`config.mk`:
```
export PLATFORM = sky130hd
export DESIGN_NAME = ebmh_engine
export DESIGN_NICKNAME = d
export VERILOG_FILES = /design/src/ebmh_pkg.sv /design/src/ebmh_engine.sv
export SDC_FILE = /design/constraint.sdc
export NUM_CORES = 1
export LEC_CHECK = 0
export ABC_AREA = 0
export BUFFER_PORTS_ARGS = -buffer_cell sky130_fd_sc_hd__buf_2
export CAP_MARGIN = 30
export CORE_ASPECT_RATIO = 1.2
export CORE_UTILIZATION = 52
export DETAILED_ROUTE_END_ITERATION = 8
export GPL_TIMING_DRIVEN = 0
export PLACE_DENSITY = 0.85
export SLEW_MARGIN = 40
export SYNTH_ARGS = -nofsm -noshare
export SYNTH_HDL_FRONTEND = slang
export SYNTH_SLANG_ARGS = --single-unit
```
`constraint.sdc`:
```
create_clock -name clock -period 8.88 [get_ports clock]
set_input_delay 0.444 -clock clock [delete_from_list [all_inputs] [get_ports clock]]
set_output_delay 0.444 -clock clock [all_outputs]
set_load 0.005 [all_outputs]
```
`src/ebmh_pkg.sv`:
```
package ebmh_pkg;

   // heap geometry
   localparam int CAPACITY    = 1024;
   localparam int ADDR_BITS   = $clog2(CAPACITY);
   localparam int COUNT_BITS  = $clog2(CAPACITY + 1);
   localparam int VERTEX_BITS = 16;
   localparam int WEIGHT_BITS = 16;
   localparam int ENTRY_BITS  = 2 * VERTEX_BITS + WEIGHT_BITS;

   // stream word layout
   localparam int REQ_DATA_BITS = ((ENTRY_BITS + 7) / 8) * 8;
   localparam int RSP_PAY_BITS  = ENTRY_BITS + COUNT_BITS;
   localparam int RSP_DATA_BITS = ((RSP_PAY_BITS + 7) / 8) * 8;
   localparam int STATUS_BITS   = 2;

   // register port
   localparam int CSR_ADDR_BITS = 2;
   localparam int CSR_DATA_BITS = 32;
   localparam logic [CSR_ADDR_BITS-1:0] CSR_CAPACITY_LIMIT = 2'd0;
   localparam logic [COUNT_BITS-1:0]    LIMIT_RESET = COUNT_BITS'(CAPACITY);

   // commands
   localparam logic CMD_INSERT = 1'b0;
   localparam logic CMD_DELETE = 1'b1;

   // result status codes
   localparam logic [STATUS_BITS-1:0] STATUS_DONE  = 2'd0;
   localparam logic [STATUS_BITS-1:0] STATUS_FULL  = 2'd1;
   localparam logic [STATUS_BITS-1:0] STATUS_EMPTY = 2'd2;

   typedef struct packed {
      logic signed [WEIGHT_BITS-1:0] weight;
      logic [VERTEX_BITS-1:0]        w;
      logic [VERTEX_BITS-1:0]        v;
   } entry_type;

   typedef struct packed {
      logic [STATUS_BITS-1:0] status;
      entry_type              min_edge;
      logic [COUNT_BITS-1:0]  occupancy;
   } result_type;

   // memory access from the sift engine
   typedef struct packed {
      logic                 wr_en;
      logic [ADDR_BITS-1:0] wr_addr;
      entry_type            wr_data;
      logic [ADDR_BITS-1:0] rd_addr_a;
      logic [ADDR_BITS-1:0] rd_addr_b;
   } ram_req_type;

endpackage

```
`src/ebmh_engine.sv`:
```
// Command sequencer: sift-up for insert, sift-down for delete-min.
// No read is issued in the same cycle as a write to the memory, so no
// forwarding is needed.
module ebmh_engine (
   input  logic                           clock,
   input  logic                           reset,
   // command in
   input  logic                           cmd_valid,
   output logic                           cmd_ready,
   input  logic                           cmd_op,
   input  ebmh_pkg::entry_type            cmd_entry,
   input  logic [ebmh_pkg::COUNT_BITS-1:0] limit,
   // result out
   output logic                           res_valid,
   input  logic                           res_take,
   output ebmh_pkg::result_type           res,
   // memory
   output ebmh_pkg::ram_req_type          ram_req,
   input  ebmh_pkg::entry_type            rd_data_a,
   input  ebmh_pkg::entry_type            rd_data_b
);

   typedef enum logic [6:0] {
      S_IDLE    = 7'b0000001,
      S_UP_RD   = 7'b0000010,
      S_UP_CMP  = 7'b0000100,
      S_DN_ROOT = 7'b0001000,
      S_DN_RD   = 7'b0010000,
      S_DN_CMP  = 7'b0100000,
      S_DONE    = 7'b1000000
   } state_type;

   state_type                              state_ff, state_in;
   logic [ebmh_pkg::ADDR_BITS-1:0]         pos_ff, pos_in;
   ebmh_pkg::entry_type                    item_ff, item_in;
   ebmh_pkg::entry_type                    top_ff, top_in;
   logic [ebmh_pkg::STATUS_BITS-1:0]       status_ff, status_in;
   logic [ebmh_pkg::COUNT_BITS-1:0]        count_ff, count_in;

   logic [ebmh_pkg::ADDR_BITS-1:0]         parent_addr;
   logic [ebmh_pkg::ADDR_BITS:0]           left_idx;
   logic [ebmh_pkg::ADDR_BITS:0]           right_idx;
   logic                                   left_in_heap;
   logic                                   right_in_heap;
   logic                                   pick_right;
   ebmh_pkg::entry_type                    chosen;
   logic [ebmh_pkg::ADDR_BITS-1:0]         chosen_addr;
   logic                                   is_full;

   // tree navigation
   assign parent_addr   = (pos_ff - ebmh_pkg::ADDR_BITS'(1)) >> 1;
   assign left_idx      = {pos_ff, 1'b1};
   assign right_idx     = left_idx + (ebmh_pkg::ADDR_BITS + 1)'(1);
   assign left_in_heap  = (ebmh_pkg::COUNT_BITS + 1)'(left_idx) < {1'b0, count_ff};
   assign right_in_heap = (ebmh_pkg::COUNT_BITS + 1)'(right_idx) < {1'b0, count_ff};

   // right child only when the left one is strictly heavier
   assign pick_right  = right_in_heap && ($signed(rd_data_a.weight) > $signed(rd_data_b.weight));
   assign chosen      = pick_right ? rd_data_b : rd_data_a;
   assign chosen_addr = pick_right ? right_idx[ebmh_pkg::ADDR_BITS-1:0]
                                   : left_idx[ebmh_pkg::ADDR_BITS-1:0];

   assign is_full = (count_ff >= limit) ||
                    (count_ff >= ebmh_pkg::COUNT_BITS'(ebmh_pkg::CAPACITY));

   // next-state logic
   always_comb begin
      state_in  = state_ff;
      pos_in    = pos_ff;
      item_in   = item_ff;
      top_in    = top_ff;
      status_in = status_ff;
      count_in  = count_ff;
      ram_req   = '0;
      cmd_ready = 1'b0;
      res_valid = 1'b0;
      case (state_ff)
         S_IDLE: begin
            cmd_ready = 1'b1;
            if (cmd_valid) begin
               top_in    = '0;
               status_in = ebmh_pkg::STATUS_DONE;
               if (cmd_op == ebmh_pkg::CMD_INSERT) begin
                  if (is_full) begin
                     status_in = ebmh_pkg::STATUS_FULL;
                     state_in  = S_DONE;
                  end else begin
                     item_in  = cmd_entry;
                     pos_in   = count_ff[ebmh_pkg::ADDR_BITS-1:0];
                     count_in = count_ff + ebmh_pkg::COUNT_BITS'(1);
                     state_in = S_UP_RD;
                  end
               end else begin
                  if (count_ff == '0) begin
                     status_in = ebmh_pkg::STATUS_EMPTY;
                     state_in  = S_DONE;
                  end else begin
                     // fetch root and last entry together
                     ram_req.rd_addr_a = '0;
                     ram_req.rd_addr_b = ebmh_pkg::ADDR_BITS'(count_ff - ebmh_pkg::COUNT_BITS'(1));
                     count_in = count_ff - ebmh_pkg::COUNT_BITS'(1);
                     state_in = S_DN_ROOT;
                  end
               end
            end
         end
         S_UP_RD: begin
            if (pos_ff == '0) begin
               ram_req.wr_en   = 1'b1;
               ram_req.wr_addr = pos_ff;
               ram_req.wr_data = item_ff;
               state_in        = S_DONE;
            end else begin
               ram_req.rd_addr_a = parent_addr;
               state_in          = S_UP_CMP;
            end
         end
         S_UP_CMP: begin
            ram_req.wr_en   = 1'b1;
            ram_req.wr_addr = pos_ff;
            // pass the parent only while strictly lighter
            if ($signed(item_ff.weight) < $signed(rd_data_a.weight)) begin
               ram_req.wr_data = rd_data_a;
               pos_in          = parent_addr;
               state_in        = S_UP_RD;
            end else begin
               ram_req.wr_data = item_ff;
               state_in        = S_DONE;
            end
         end
         S_DN_ROOT: begin
            top_in  = rd_data_a;
            item_in = rd_data_b;
            pos_in  = '0;
            if (count_ff == '0) begin
               state_in = S_DONE;
            end else begin
               state_in = S_DN_RD;
            end
         end
         S_DN_RD: begin
            if (!left_in_heap) begin
               ram_req.wr_en   = 1'b1;
               ram_req.wr_addr = pos_ff;
               ram_req.wr_data = item_ff;
               state_in        = S_DONE;
            end else begin
               ram_req.rd_addr_a = left_idx[ebmh_pkg::ADDR_BITS-1:0];
               ram_req.rd_addr_b = right_idx[ebmh_pkg::ADDR_BITS-1:0];
               state_in          = S_DN_CMP;
            end
         end
         S_DN_CMP: begin
            ram_req.wr_en   = 1'b1;
            ram_req.wr_addr = pos_ff;
            if ($signed(item_ff.weight) > $signed(chosen.weight)) begin
               ram_req.wr_data = chosen;
               pos_in          = chosen_addr;
               state_in        = S_DN_RD;
            end else begin
               ram_req.wr_data = item_ff;
               state_in        = S_DONE;
            end
         end
         S_DONE: begin
            res_valid = 1'b1;
            if (res_take) begin
               state_in = S_IDLE;
            end
         end
         default: begin
            state_in = S_IDLE;
         end
      endcase
   end

   assign res.status    = status_ff;
   assign res.min_edge  = top_ff;
   assign res.occupancy = count_ff;

   // control state
   always_ff @(posedge clock) begin
      if (reset) begin
         state_ff <= S_IDLE;
         count_ff <= '0;
      end else begin
         state_ff <= state_in;
         count_ff <= count_in;
      end
   end

   // working registers
   always_ff @(posedge clock) begin
      pos_ff    <= pos_in;
      item_ff   <= item_in;
      top_ff    <= top_in;
      status_ff <= status_in;
   end

   // occupancy never passes the memory depth
   a_count_bound: assert property (@(posedge clock) disable iff (reset)
      count_ff <= ebmh_pkg::COUNT_BITS'(ebmh_pkg::CAPACITY))
      else $error("entry count above capacity");

   // sift writes stay inside the live part of the heap
   a_write_live: assert property (@(posedge clock) disable iff (reset)
      ram_req.wr_en |-> ({1'b0, ram_req.wr_addr} < (ebmh_pkg::ADDR_BITS + 1)'(count_ff)))
      else $error("heap write beyond last entry");

   // one command at a time
   a_one_cmd: assert property (@(posedge clock) disable iff (reset)
      (cmd_valid && cmd_ready) |=> !cmd_ready)
      else $error("command taken while busy");

   // refused commands carry no edge and leave the count alone
   a_refused: assert property (@(posedge clock) disable iff (reset)
      (res_valid && status_ff != ebmh_pkg::STATUS_DONE) |-> (top_ff == '0))
      else $error("refused command returned an edge");

   a_count_step: assert property (@(posedge clock) disable iff (reset)
      (cmd_valid && cmd_ready && is_full && cmd_op == ebmh_pkg::CMD_INSERT)
         |=> $stable(count_ff))
      else $error("full insert changed the count");

endmodule

```
==> reports/qor.yml <==
outcome: "completed"
slowest_delay_ns: 0.61
areaGrowthSynthToFinish_pct: 27.2
switchingPower_mw: 1.16
cts_resized: 0
dr.pass1.iters: 6
endpoint_kind: "output port"
cts_buffer_depth: 2
hold_path_depth: 3
max-cap-violations: 0
r2r-end: "pos_ff[9]$_DFFE_PP_"
clkLatencyLatePin_ns: 0.43
ys_ff_latch: 126
p_sw_share_pct: 39.6
crit_start: "pos_ff[2]$_DFFE_PP_"
slowest_stage: "buf_1"
portBuffers: 299
internal_power_mw: 1.77
seq_power_share_pct: 33.0
core_area_sq_um: 17000
hp-class: "in -> reg"
yosys.area.top_type: "edfxtp_1"
peakVddDrop_mv: 0.209
syn_inst: 1008
yosysMostFrequentCell: "nand2_1"
cts_buffers: 17
cp.arrival_ns: 7.09
synth_cell_types: 67
syn_avg_cell_area_sq_um: 8.99
power_frac_comb_pct: 42.8
utilization_pct: 67.9
synth_nets: 1250
p_leak_nw: 5.42
grt_overflow: 0
synth_flop_cell: "edfxtp_1"
drtAntennaViolNets: 0
ys_seq_area_share_pct: 39.8
min_to: "item_ff[10]$_DFFE_PP_"
critPathLaunchType: "flip-flop"
track_usage_pct: 34.6
antenna_found_initial: 5
drt_iter0_drc: 769
skew_ns: 0.0106
drc: 0
num-nets-final: 1572
slew_viol_final: 0
r2r_slack_ns: 2.60
die_y_um: 147
synthTopCellsByCount: "nand2_1, edfxtp_1, nor2_1"
synth_warnings: 0
grt_pass1_wl_um: 46900
crit_type: "reg -> out"
rsz0062_at_grt: "false"
setup_viol: 0
gp_congestion: 0.953
core.rowCount: 52
wl_per_cell_um: 20.1
power_density_nw_per_um2: 254
grt_pass1_vias: 9030
cts.sinks: 126
path_clk_slew_ns: 0.07
synth.top_cell.area_share_pct: 35.8
max_freq_mhz: 133
grt_start_max_net_pins: 31
fin_crit_sh_pct: 84.8
post-cts-setup-buffers: 0
synth.area.top_cells: "edfxtp_1, ha_1, nand2_1, a221o_1, dfxtp_1"
hold_viol: 0
power_frac_clock_pct: 24.2
vias_per_cell: 5.93
num_vias: 9278
slew_headroom_pct: 48.9
postCtsHoldBufs: 0
cts_tree: "done"
synth_edf_count: 108
place_area_sq_um: 10900
worstRegToRegCells: 22
stdcell_area_sq_um: 11500
wl_um: 31500
path_buf_inv: 5
path_delay_family: "compound AO/OA/AOI/OAI gates"
place.detailed.hpwl_um: 23900
synth_area_sq_um: 9060
cp_max_fo: 10
layout_min_cycle_time_ns: 7.53
ios: 302
htree_num_levels: 4
hp-start: "cmd_entry[10]"
drive_gt1_share_pct: 28.1
finalHoldWorstSlack_ns: 0.278
synthArstFlopShare_pct: 0
dieArea_sq_um: 18000
worstMarginPinSlew_ns: 0.767
worst-endpoint-required_ns: 8.44
clk_root_buffer_cell: "clkbuf_16"
die_w_um: 123
initial_core_util_pct: 53.4
worstReg2RegStart: "pos_ff[2]$_DFFE_PP_"
==> through the flow <==
| step | cells | TNS (ns) | total power [mW] | setup slack, ns |
|---|---|---|---|---|
| global route | 1564 | 0 | 3.08 | 1.11 |
| detailed placement | 1527 | 0 | 2.18 | 2.10 |
| finish | 1564 | 0 | 2.92 | 1.35 |
| floorplan | 1008 | 0 | 1.75 | 2.57 |
| CTS | 1559 | 0 | 2.90 | 1.54 |
| global placement | 1523 | -20.24 | 2.13 | -0.426 |
==> worst max path at each step <==
stage,cells after the start,end,slack (ns)
finish,25,ram_req[47],1.35
detailed placement,25,ram_req[47],2.10
global route,25,ram_req[47],1.11
global placement,7,item_ff[0]$_DFFE_PP_,-0.43
CTS,25,ram_req[47],1.54
floorplan,7,item_ff[0]$_DFFE_PP_,2.57
==> cell type report <==
type	instances	area (sq um)
clock inverter	15	163
buffer	60	294
clock buffer	17	425
timing repair buffer	303	1560
fill	1383	5450
inverter	64	240
sequential	126	3600
antenna	5	12.5
multi-input combinational	758	4960
tap	216	270
==> registers in the layout, summed over array words and instances, names as in the netlist <==
signal	count
item_ff	48
res	48
count_ff	11
pos_ff	10
state_ff	7
status_ff	2
==> power by group through the flow <==
stage | Combinational (mW) | Clock (mW) | Sequential [mW]
finish | 1.25 | 0.709 | 0.964
global placement | 1.13 | 0 | 0.996
floorplan | 0.780 | 0 | 0.970
CTS | 1.23 | 0.709 | 0.960
global route | 1.37 | 0.731 | 0.979
detailed placement | 1.21 | 0 | 0.972
==> layer usage <==
layer,track usage [%],wire length [um],vias up
met4,22.3,1840,0
met3,6.76,2670,138
met1,38.2,11100,4287
met5,0,0,-
li1,-,-,4243
met2,59.7,15900,610
==> cells by family (layout without fill, tap and decap cells) <==
logic type,count (synthesis),count (layout),synth area share [%]
and+or+nand+nor,431,431,23.2
AOI/OAI and AO/OA,203,203,15.7
DFF,126,126,39.8
buffers and inverters,124,459,5.89
adders and majority gates,82,82,11.3
xor gates and xnor gates,39,39,3.77
muxes,3,3,0.386
other,0,5,0
==> worst reg2reg max path: stages, from the launching register on <==
cell,delay (ns)
edfxtp_1,0.37
clkbuf_1,0.40
nand3_1,0.23
nor2_1,0.24
and3_1,0.26
nand3_1,0.11
xnor2_1,0.17
ha_1,0.31
nand2_1,0.09
a2111o_1,0.45
nand4_4,0.20
buf_2,0.32
buf_2,0.32
nor2_1,0.08
a21oi_1,0.15
ha_1,0.28
a21oi_1,0.14
o21ai_0,0.11
a221o_1,0.35
a21oi_1,0.23
mux2i_2,0.39
or2_2,0.20
and3_1,0.51
==> cells in the final DEF, fill, tap and decap left out, types with 18 or more instances in the layout <==
cell type  synthesis  routed
buf_2             13     312
nand2_1          167     166
edfxtp_1         108     108
nor2_1            94      94
ha_1              82      82
inv_1             64      64
o21ai_0           52      52
a21oi_1           51      51
a221o_1           51      51
nor2b_1           49      49
and2_1            35      35
clkbuf_1          34      34
xnor2_1           28      28
nand3_1           19      19
dfxtp_1           18      18
Power figures use the tool's default switching activity.
